## config.mk

```make
export PLATFORM = sky130hd
export DESIGN_NAME = itb_raster
export DESIGN_NICKNAME = d
export VERILOG_FILES = /design/src/itb_pkg.sv /design/src/itb_raster.sv
export SDC_FILE = /design/constraint.sdc
export NUM_CORES = 1
export LEC_CHECK = 0
export BUFFER_PORTS_ARGS = -buffer_cell sky130_fd_sc_hd__buf_2
export CAP_MARGIN = 20
export CORE_MARGIN = 1
export CORE_UTILIZATION = 35
export CTS_CLUSTER_SIZE = 8
export DETAILED_ROUTE_END_ITERATION = 7
export SETUP_SLACK_MARGIN = 0.1
export SLEW_MARGIN = 20
export SYNTH_ARGS = -nofsm -noshare
export SYNTH_HDL_FRONTEND = slang
export SYNTH_SLANG_ARGS = --single-unit
```

## constraint.sdc

```tcl
create_clock -name clk_i -period 4.95 [get_ports clk_i]
set_input_delay 0.2475 -clock clk_i [delete_from_list [all_inputs] [get_ports clk_i]]
set_output_delay 0.2475 -clock clk_i [all_outputs]
set_load 0.1 [all_outputs]
```

## src/itb_pkg.sv

```systemverilog
// Shared types, constants and helpers for the isometric triangle blitter.
// No dependencies; imported by itb_raster and iso_triangle_blitter.
package itb_pkg;

  localparam int SCREEN_W = 320;
  localparam int SCREEN_H = 240;

  localparam int COL_W  = $clog2(SCREEN_W);
  localparam int ROW_W  = $clog2(SCREEN_H);
  localparam int PROD_W = COL_W + ROW_W;
  localparam int ADDR_W = 17;
  localparam int COLOR_W = 16;

  localparam int TRI_TEXELS = 128;
  localparam int HALF_ROWS  = 8;
  localparam int MAX_WIDTH  = 16;
  localparam int WIDTH_STEP = 2;

  localparam int IN_TDATA_W  = 88;
  localparam int OUT_TDATA_W = 40;

  // request kinds carried in tuser
  localparam logic [1:0] REQ_START   = 2'd0;
  localparam logic [1:0] REQ_TEXEL   = 2'd1;
  localparam logic [1:0] REQ_PALETTE = 2'd2;

  // fill modes
  localparam logic [1:0] MODE_TEXTURE = 2'd0;
  localparam logic [1:0] MODE_SKY     = 2'd1;
  localparam logic [1:0] MODE_KEYED   = 2'd2;

  // input tdata field offsets
  localparam int OX_LSB     = 0;
  localparam int OY_LSB     = 12;
  localparam int FACING_BIT = 24;
  localparam int MODE_LSB   = 25;
  localparam int FLAGS_LSB  = 27;
  localparam int TEXEL_LSB  = 35;
  localparam int SHADOW_LSB = 43;
  localparam int WATER_LSB  = 51;
  localparam int PIDX_LSB   = 59;
  localparam int PCOLOR_LSB = 67;

  // one texel's result leaving the raster stage
  typedef struct packed {
    logic             result;
    logic             write;
    logic [7:0]       idx;
    logic [COL_W-1:0] dx;
    logic [ROW_W-1:0] dy;
    logic             last;
  } itb_px_t;

  function automatic logic [4:0] row_width(logic [3:0] r);
    if (int'(r) < HALF_ROWS) begin
      return 5'(WIDTH_STEP * (int'(r) + 1));
    end
    return 5'(MAX_WIDTH - WIDTH_STEP * (int'(r) - (HALF_ROWS - 1)));
  endfunction

endpackage

```

## src/itb_raster.sv

```systemverilog
// Triangle traversal: latches the start item, walks rows and columns, forms the
// colour index and clips each texel. Depends on itb_pkg.
module itb_raster
  import itb_pkg::*;
(
  input  logic                  clk_i,
  input  logic                  rst_ni,
  input  logic                  fire_i,
  input  logic [1:0]            req_i,
  input  logic [IN_TDATA_W-1:0] data_i,
  input  logic [7:0]            sky_index_i,
  output itb_px_t               px_o
);

  logic [7:0]  count_q, count_d;
  logic [3:0]  row_q, row_d;
  logic [4:0]  col_q, col_d;
  logic [11:0] ax_q, ax_d;
  logic [11:0] ay_q, ay_d;
  logic        facing_q, facing_d;
  logic [1:0]  mode_q, mode_d;
  logic [7:0]  flags_q, flags_d;

  logic [7:0]  texel, shadow, water;
  logic [4:0]  width;
  logic        active;
  logic [13:0] dx;
  logic [12:0] dy;
  logic        on_screen;
  logic        wr;
  logic [7:0]  idx;

  assign texel  = data_i[TEXEL_LSB +: 8];
  assign shadow = data_i[SHADOW_LSB +: 8];
  assign water  = data_i[WATER_LSB +: 8];

  assign width  = row_width(row_q);
  assign active = (count_q < 8'(TRI_TEXELS));

  always_comb begin
    if (facing_q) begin
      dx = {{2{ax_q[11]}}, ax_q} + 14'(col_q);
    end else begin
      dx = {{2{ax_q[11]}}, ax_q} - 14'(width) + 14'(col_q);
    end
    dy = {ay_q[11], ay_q} + 13'(row_q);
  end

  // sign bit clear means non-negative, then compare as unsigned
  assign on_screen = !dx[13] && (dx < 14'(SCREEN_W)) && !dy[12] && (dy < 13'(SCREEN_H));

  always_comb begin
    wr  = 1'b1;
    idx = 8'd0;
    unique case (mode_q)
      MODE_TEXTURE: idx = texel | shadow | water;
      MODE_SKY:     idx = sky_index_i | water;
      MODE_KEYED: begin
        idx = texel | flags_q;
        if (texel == 8'd0) wr = 1'b0;
      end
      default: wr = 1'b0;
    endcase
    if (!on_screen) wr = 1'b0;
  end

  always_comb begin
    px_o.result = (req_i == REQ_TEXEL) && active;
    px_o.write  = wr;
    px_o.idx    = idx;
    px_o.dx     = dx[COL_W-1:0];
    px_o.dy     = dy[ROW_W-1:0];
    px_o.last   = (count_q == 8'(TRI_TEXELS - 1));
  end

  always_comb begin
    count_d  = count_q;
    row_d    = row_q;
    col_d    = col_q;
    ax_d     = ax_q;
    ay_d     = ay_q;
    facing_d = facing_q;
    mode_d   = mode_q;
    flags_d  = flags_q;
    if (fire_i) begin
      if (req_i == REQ_START) begin
        ax_d     = data_i[OX_LSB +: 12];
        ay_d     = data_i[OY_LSB +: 12];
        facing_d = data_i[FACING_BIT];
        mode_d   = data_i[MODE_LSB +: 2];
        flags_d  = data_i[FLAGS_LSB +: 8];
        count_d  = 8'd0;
        row_d    = 4'd0;
        col_d    = 5'd0;
      end else if (px_o.result) begin
        count_d = count_q + 8'd1;
        if (({1'b0, col_q} + 6'd1) >= {1'b0, width}) begin
          col_d = 5'd0;
          row_d = row_q + 4'd1;
        end else begin
          col_d = col_q + 5'd1;
        end
      end
    end
  end

  always_ff @(posedge clk_i or negedge rst_ni) begin
    if (!rst_ni) begin
      count_q  <= 8'(TRI_TEXELS);
      row_q    <= 4'd0;
      col_q    <= 5'd0;
      ax_q     <= 12'd0;
      ay_q     <= 12'd0;
      facing_q <= 1'b0;
      mode_q   <= 2'd0;
      flags_q  <= 8'd0;
    end else begin
      count_q  <= count_d;
      row_q    <= row_d;
      col_q    <= col_d;
      ax_q     <= ax_d;
      ay_q     <= ay_d;
      facing_q <= facing_d;
      mode_q   <= mode_d;
      flags_q  <= flags_d;
    end
  end

endmodule

```

==> results.yml, run 1 <==
outcome:
  status: "finished, final reports clean"
timing:
  report.final.hold_viol_count: 0
  skew_ps: 5.48
  drv_slew: 0
  fin_ws_ps: 515
  fin_tns_setup_ps: 0
  tightestPinTransition_ps: 1020
  whs_ps: 81.1
  rsz0062_at_grt: "false"
  setup_viol: 0
  max_freq_mhz: 225
  fin_crit_sh: 0.896
  min_period_ps: 4440
  slew_headroom: 0.321
job:
  drv_cap: 0
route:
  num_vias: 3519
  via_per_inst: 5.24
  ant_nets: 0
  avgRoutedWirePerCell_um: 13.9
  drtIter0Drc: 194
  wl_um: 9320
  drc: 0
  dr.pass1.iters: 5
floorplanning:
  coreArea_um2: 11000
  die_area_um2: 11800
  initial_core_util: 0.364
  ios: 129
  die_h_um: 109
  die_x_um: 109
  rows: 38
clocking:
  numCtsBuffers: 5
  clock_sink_count: 52
  clockBufferDepth: 2
  cts_htree_levels: 2
  clockRootBuffer: "clkbuf_16"
  clk-insertion-delay-late_ps: 280
  post-cts-setup-buffer-count: 0
  clk_pin_slew_ps: 60
  cts_tree: "yes"
yosys:
  synth_edf_count: 0
  ys_seq_elements: 52
  yosys_warnings: 0
  ys.flop_type: "dfrtp_1"
  ys_seq_area_frac: 0.326
  syn_area_um2: 3990
  syn_inst: 441
  syn_area_per_cell_um2: 9.05
  syn_nets: 581
  synth_cell_type_count: 59
  async_reset_ff_frac: 1.00
critical_path:
  critPathLaunchType: "flip-flop"
  crit_required_ps: 4700
  endpoint_kind: "output pin"
  critPathArrivalTime_ps: 4190
  critPathKind: "reg2out"
  critPathMaxFanout: 9
global_routing:
  grt_pass1_vias: 3157
  grt_max_degree: 53
  grt-ovfl-total: 0
  antenna_found_initial: 0
  grt_util_all_layers: 0.159
  grt_pass1_wl_um: 15000
finish:
  layoutNonFillerInstCount: 671
  drive_gt1_frac: 0.269
  finalInstanceArea_um2: 4740
  diodes: 0
  area_growth_pct: 18.7
  nets: 671
  n_fill_cell: 1102
  final_util: 0.431
place:
  port_buffers: 99
  gp_congestion: 0.807
  dpl_cell_area_um2: 4600
  pre_cts_ws_ps: 600
  hpwl_um: 7280
  placed_cells: 664
power:
  p_per_area_nw_per_um2: 690
  peakVddDrop_mv: 0.428
  p_leak_nw: 2.23
  fin_total_pwr_mw: 3.27
worst_hold_path:
  hold_class: "in2async"
## layout by cell type (no fill, tap or decap), types with 3 or more instances in the layout
cell	netlist	layout
buf_2	3	98
dfrtp_1	51	50
nor2_1	35	35
ha_1	33	33
inv_1	31	31
nand2_1	31	31
o21ai_0	31	30
mux2_2	27	27
a21oi_1	23	23
xnor2_1	18	18
nor3_1	14	14
o21ai_1	11	12
nand2b_1	12	12
xor2_1	11	11
o31a_1	8	8
nand3_1	7	7
a21o_1	6	6
fa_1	6	6
clkbuf_16	0	5
a211oi_1	4	4
o2111ai_1	4	4
and3_1	4	4
a2bb2oi_1	3	3
or3_1	3	3
o211ai_1	3	3
o21bai_1	3	3
nor4_1	3	3
## path summary, 6_finish.rpt
path	start	end	slack, ps	cells past startpoint
worst max register to register	row_q[0]	row_q[2]	1910	12
worst min register to register	flags_q[3]	flags_q[3]	510	1
max in group asynchronous	rst_ni	row_q[0]	4380	2
worst max-delay path	row_q[0]	px_o[26]	510	14
worst min-delay path	rst_ni	count_q[4]	80	2
min in group clk_i	data_i[10]	ax_q[10]	170	3
## layout make-up
cell class	count	area [µm²]	area share
clock buffer	6	129	0.0272
sequential	52	1300	0.275
inverter	31	116	0.0246
multi-input combinational	341	2500	0.528
timing repair buffer	100	505	0.107
tap	140	175	0.0370
clock inverter	1	5.00	0.00106
## state kept, by name, indices dropped and copies added, names as in the netlist
register,cells
row_q,4
ax_q,12
facing_q,1
count_q,8
ay_q,12
flags_q,8
col_q,5
mode_q,2
## Yosys cell counts (all sizes together) (3+ instances only)
library cell / instances / area, µm²
o2111ai: 4 / 35.0
ha: 33 / 413
fa: 6 / 120
nand3: 7 / 35.0
and3: 4 / 25.0
o31a: 8 / 70.1
and2: 3 / 21.3
inv: 31 / 116
mux2: 27 / 304
o21bai: 3 / 22.5
o21ai: 43 / 219
a2bb2oi: 3 / 26.3
nor2: 35 / 131
dfrtp: 51 / 1280
nand2: 31 / 116
xnor2: 18 / 158
clkbuf: 12 / 45.0
buf: 5 / 26.3
a21o: 7 / 53.8
o211ai: 3 / 22.5
nand2b: 12 / 75.1
or3: 3 / 18.8
nor4: 3 / 18.8
a211oi: 6 / 55.1
xor2: 11 / 96.3
a21oi: 25 / 133
nor3: 14 / 70.1
## worst max-delay path, cell delays in order (launching register included)
cell and delay (ps):
dfrtp_2 490, ha_1 380, nand3b_1 190, xnor2_1 150, nand2_1 70, o41ai_1 70, nand2_1 170, fa_1 450
ha_1 350, and3_1 180, a211o_1 340, a31o_1 180, a2111oi_0 350, and4_1 250, buf_4 290
## power by group
group / internal [mW] / switching (mW) / total, mW / leakage [nW]
clock network: 0.184 / 0.140 / 0.324 / 0.0667
logic: 0.642 / 1.67 / 2.31 / 1.53
registers: 0.504 / 0.131 / 0.636 / 0.637
total: 1.33 / 1.94 / 3.27 / 2.23
## per-layer routing
metal / vias up / track usage / part of all wire
met5: - / 0 / 0
met4: 0 / 0.0290 / 0.0073
met3: 6 / 0.0215 / 0.042
met2: 73 / 0.261 / 0.47
met1: 1686 / 0.225 / 0.48
li1: 1754 / - / -
## what timing repair did
item / CTS / global route
setup endpoints to repair: 0 / 1
hold buffers: 0 / 0
gates resized for setup: 0 / 3
## kinds of logic after synthesis
| family | count (synthesis) | synth area share |
|---|---|---|
| xor gates and xnor gates | 29 | 0.0636 |
| and+or+nand+nor | 122 | 0.146 |
| muxes | 29 | 0.0812 |
| adders and majority gates | 39 | 0.134 |
| buffers and inverters | 48 | 0.0470 |
| DFF | 52 | 0.326 |
| AOI/OAI and AO/OA | 122 | 0.202 |
No activity file was read; power rests on OpenSTA's default activity.
==> inputs of run 2 (changes only) <==
- PLACE_DENSITY_LB_ADDON: default -> 0.12
==> results.yml, run 2 (synthesis results as in run 1) <==
critical_path:
  critical-path-slowest-cell: "dfrtp_1"
  critPathArrivalTime_ps: 4280
  critPathKind: "reg2out"
  critPathLaunchType: "flip-flop"
  critPathMaxFanout: 9
  slowest_delay_ps: 520
  rr_worst_depth: 12
  rrSetupSlack_ps: 1930
  endpoint_kind: "output pin"
  crit_required_ps: 4700
  worstPathCellList: "ha_1 -> nand3b_1 -> xnor2_1 -> nand2_1 -> o41ai_1 -> nand2_1 -> fa_1 -> ha_1 -> a21oi_1 -> nor2b_1 -> a211o_1 -> a31o_1 -> a2111oi_0 -> and4_1 -> clkbuf_4"
  r2r-end: "row_q[2]"
  r2r_start: "row_q[0]"
global_routing:
  grt_pass1_wl_um: 15300
  grt_util_all_layers: 0.166
  grt_pass1_vias: 3266
  antenna_found_initial: 0
  grt_max_degree: 53
  grt-ovfl-total: 0
timing:
  rsz0062_at_grt: "false"
  fin_ws_ps: 420
  max_freq_mhz: 221
  setup_viol: 0
  skew_ps: 7.84
  fin_tns_setup_ps: 0
  whs_ps: 65.6
  fin_crit_sh: 0.915
  slew_headroom: 0.533
  tightestPinTransition_ps: 700
  drv_slew: 0
  min_period_ps: 4530
  report.final.hold_viol_count: 0
clocking:
  numCtsBuffers: 5
  clockRootBuffer: "clkbuf_16"
  clock_sink_count: 52
  post-cts-setup-buffer-count: 0
  clockBufferDepth: 2
  cts_hold_buf: 0
  cts_tree: "yes"
  ctsResizeCount: 0
  clk-insertion-delay-late_ps: 300
  clk_pin_slew_ps: 70
  cts_htree_levels: 2
route:
  drc: 0
  num_vias: 3434
  drtIter0Drc: 100
  wl_um: 9390
  ant_nets: 0
  dr_wl_met2_um: 4480
  wl_met1_um: 4460
  avgRoutedWirePerCell_um: 14.0
  via_per_inst: 5.11
  top_layer: "met4"
  detailroute.wirelength.met3_um: 351
  dr.pass1.iters: 4
finish:
  final_common_cell: "buf_2"
  diodes: 0
  drive_gt1_frac: 0.271
  multi_input_area_um2: 2500
  seq_area_um2: 1300
  nets: 671
  area_growth_pct: 19.8
  finalInstanceArea_um2: 4780
  largestRegisters: "ax_q: 12 flops, ay_q: 12 flops"
  n_fill_cell: 1104
  layout_common_cells: "buf_2 (98), dfrtp_1 (51), nor2_1 (35), ha_1 (33)"
place:
  dpl_cell_area_um2: 4600
  port_buffers: 99
  pre_cts_ws_ps: 649
  gp_congestion: 0.818
  hpwl_um: 7290
power:
  p_per_area_nw_per_um2: 699
  internal_power_mw: 1.39
  peakVddDrop_mv: 0.662
  fin_total_pwr_mw: 3.34
  pwr-share-seq: 0.189
  power_frac_comb: 0.685
  p_leak_nw: 2.25
  swShare: 0.583
  switching_power_mw: 1.95
  clkPwrFrac: 0.125
floorplanning:
  rows: 38
  die_h_um: 109
  ios: 129
  coreArea_um2: 11000
  die_x_um: 109
  initial_core_util: 0.364
  die_area_um2: 11800
outcome:
  status: "finished, final reports clean"
job:
  drv_cap: 0
worst_hold_path:
  hold_class: "in2async"
==> run 2: cell types whose count changed in the layout (fill, tap and decap cells not counted), sizes merged <==
cell / delta
buf: -1
bufinv: +1
clkbuf: +1
==> run 2: final cells by class <==
cell class,count,share of cell area
multi-input combinational,341,0.524
sequential,52,0.272
timing repair buffer,100,0.106
tap,140,0.0366
clock buffer,6,0.0290
inverter,31,0.0243
clock inverter,2,0.00811
==> run 2: layer usage <==
layer | vias to the layer above | GRT usage
li1 | 1764 | -
met1 | 1601 | 0.220
met2 | 59 | 0.275
met3 | 10 | 0.0311
met4 | 0 | 0.0492
met5 | - | 0
==> run 2: worst max-delay path: cells and delay by family (launching register included) <==
family          cells  cell delay [ps]
buf+inv             1              330
flops               1              520
fa+ha+maj           3             1180
xor+xnor            1              140
simple gates        5              730
compound gates      5             1090
==> run 2: how the worst max path moves through the flow <==
stage,from,endpoint,slack [ps],depth (start not counted)
CTS,row_q[0],px_o[26],310,15
global placement,row_q[0],px_o[26],670,14
floorplan,row_q[0],px_o[13],110,11
detailed placement,row_q[0],px_o[26],650,15
finish,row_q[0],px_o[26],420,15
global route,row_q[0],px_o[26],180,15
==> run 2: metrics by stage <==
| stage | cells | utilization |
|---|---|---|
| final | 672 | 0.435 |
| after global routing | 672 | 0.435 |
| after CTS | 672 | 0.435 |
| after detailed placement | 664 | 0.419 |
| after global placement | 664 | 0.419 |
| after floorplan | 441 | - |
==> run 2: power by group through the flow <==
stage | sequential (mW) | combinational, mW | clock (mW)
after detailed placement | 0.642 | 2.30 | 0
final | 0.632 | 2.29 | 0.418
after floorplan | 0.586 | 1.97 | 0
after global routing | 0.653 | 2.48 | 0.444
after CTS | 0.634 | 2.31 | 0.433
after global placement | 0.641 | 2.29 | 0
==> inputs of run 3 (changes only) <==
- clock period: 4.95 -> 5.2 ns (I/O delays scaled with it)
==> results.yml, run 3 (synthesis results as in run 1) <==
outcome:
  status: "finished, final reports clean"
timing:
  slew_headroom: 0.495
  setup_viol: 0
  report.final.hold_viol_count: 0
  fin_crit_sh: 0.892
  min_period_ps: 4640
  fin_tns_setup_ps: 0
  fin_ws_ps: 562
  rsz0062_at_grt: "false"
  tightestPinTransition_ps: 757
  skew_ps: 3.41
  drv_slew: 0
  max_freq_mhz: 216
  whs_ps: 100
worst_hold_path:
  hold_class: "in2async"
floorplanning:
  coreArea_um2: 11000
  rows: 38
  die_h_um: 109
  die_area_um2: 11800
  die_x_um: 109
  ios: 129
  initial_core_util: 0.364
power:
  peakVddDrop_mv: 0.613
  p_leak_nw: 2.25
  p_per_area_nw_per_um2: 665
critical_path:
  critPathMaxFanout: 9
  crit_required_ps: 4940
  endpoint_kind: "output pin"
  critPathArrivalTime_ps: 4380
  critPathLaunchType: "flip-flop"
  rrSetupSlack_ps: 2140
  critPathKind: "reg2out"
finish:
  final_common_cell: "buf_2"
  layout_common_cells: "buf_2 (99), dfrtp_1 (51), nor2_1 (35), ha_1 (33)"
  drive_gt1_frac: 0.272
  largestRegisters: "ax_q: 12 flops, ay_q: 12 flops"
  diodes: 0
  finalInstanceArea_um2: 4780
  area_growth_pct: 19.6
  n_fill_cell: 1116
  layoutNonFillerInstCount: 673
  nets: 672
route:
  drtIter0Drc: 136
  dr.pass1.iters: 4
  avgRoutedWirePerCell_um: 14.3
  ant_nets: 0
  wl_um: 9610
  drc: 0
  via_per_inst: 5.11
  num_vias: 3436
global_routing:
  grt_pass1_wl_um: 15900
  antenna_found_initial: 0
  grt_max_degree: 53
  grt-ovfl-total: 0
  grt_util_all_layers: 0.171
  grt_pass1_vias: 3347
clocking:
  clock_sink_count: 52
  clk_pin_slew_ps: 70
  cts_hold_buf: 0
  cts_tree: "yes"
  post-cts-setup-buffer-count: 0
  clk-insertion-delay-late_ps: 290
  cts_htree_levels: 2
  clockBufferDepth: 2
  ctsResizeCount: 0
  clockRootBuffer: "clkbuf_16"
  numCtsBuffers: 5
place:
  placed_cells: 665
  gp_congestion: 0.833
  port_buffers: 99
  dpl_cell_area_um2: 4610
  pre_cts_ws_ps: 888
  hpwl_um: 7520
job:
  drv_cap: 0
## run 3: cell types whose count changed in the layout (fill, tap and decap cells not counted), sizes merged
| cell | delta |
|---|---|
| buf | +2 |
| clkinvlp | +1 |
| clkbuf | -2 |
## run 3: layout make-up
cell class	instances	area (µm²)	share of cell area
multi-input cells	341	2500	0.524
repair buffers	101	510	0.107
flip-flops and latches	52	1300	0.273
clock buffers	5	125	0.0262
well taps	140	175	0.0367
inverters	31	116	0.0244
clock inverters	3	42.5	0.00891
## run 3: power by group
| group | internal (mW) | switching [mW] | total, mW |
|---|---|---|---|
| Sequential | 0.479 | 0.125 | 0.603 |
| Combinational | 0.607 | 1.58 | 2.19 |
| Clock | 0.227 | 0.156 | 0.383 |
## run 3: worst paths after layout
kind | start | end | depth (start not counted)
worst max-delay path | row_q[0] | px_o[26] | 15
worst min-delay path | rst_ni | ax_q[0] | 2
worst max register to register | row_q[0] | row_q[2] | 12
worst min register to register | flags_q[1] | flags_q[1] | 1
max in group asynchronous | rst_ni | flags_q[6] | 2
min in group clk_i | data_i[1] | ax_q[1] | 3
## run 3: worst max-delay path, stage by stage (launching register included)
cell	delay, ps
dfrtp_1	520
ha_1	410
nand3b_1	190
xnor2_1	140
nand2_1	70
o41ai_1	70
nand2_1	170
fa_1	410
ha_1	350
a21oi_1	250
nor2b_1	70
a211o_1	280
a31o_1	190
a2111oi_0	310
and4_1	230
buf_2	430
## run 3: per-stage QoR
| step | util | power, mW |
|---|---|---|
| 2_1_floorplan | - | 2.44 |
| 3_3_place_gp | 0.420 | 2.79 |
| 3_5_place_dp | 0.420 | 2.81 |
| 4_1_cts | 0.435 | 3.20 |
| 5_1_grt | 0.435 | 3.41 |
| 6_report | 0.435 | 3.17 |
## run 3: metal layers
| layer | routed length [µm] | vias up | share of wire | global-route usage |
|---|---|---|---|---|
| li1 | - | 1762 | - | - |
| met1 | 4410 | 1617 | 0.46 | 0.214 |
| met2 | 4750 | 50 | 0.49 | 0.305 |
| met3 | 354 | 7 | 0.037 | 0.0311 |
| met4 | 87 | 0 | 0.0091 | 0.0396 |
| met5 | 0 | - | 0 | 0 |
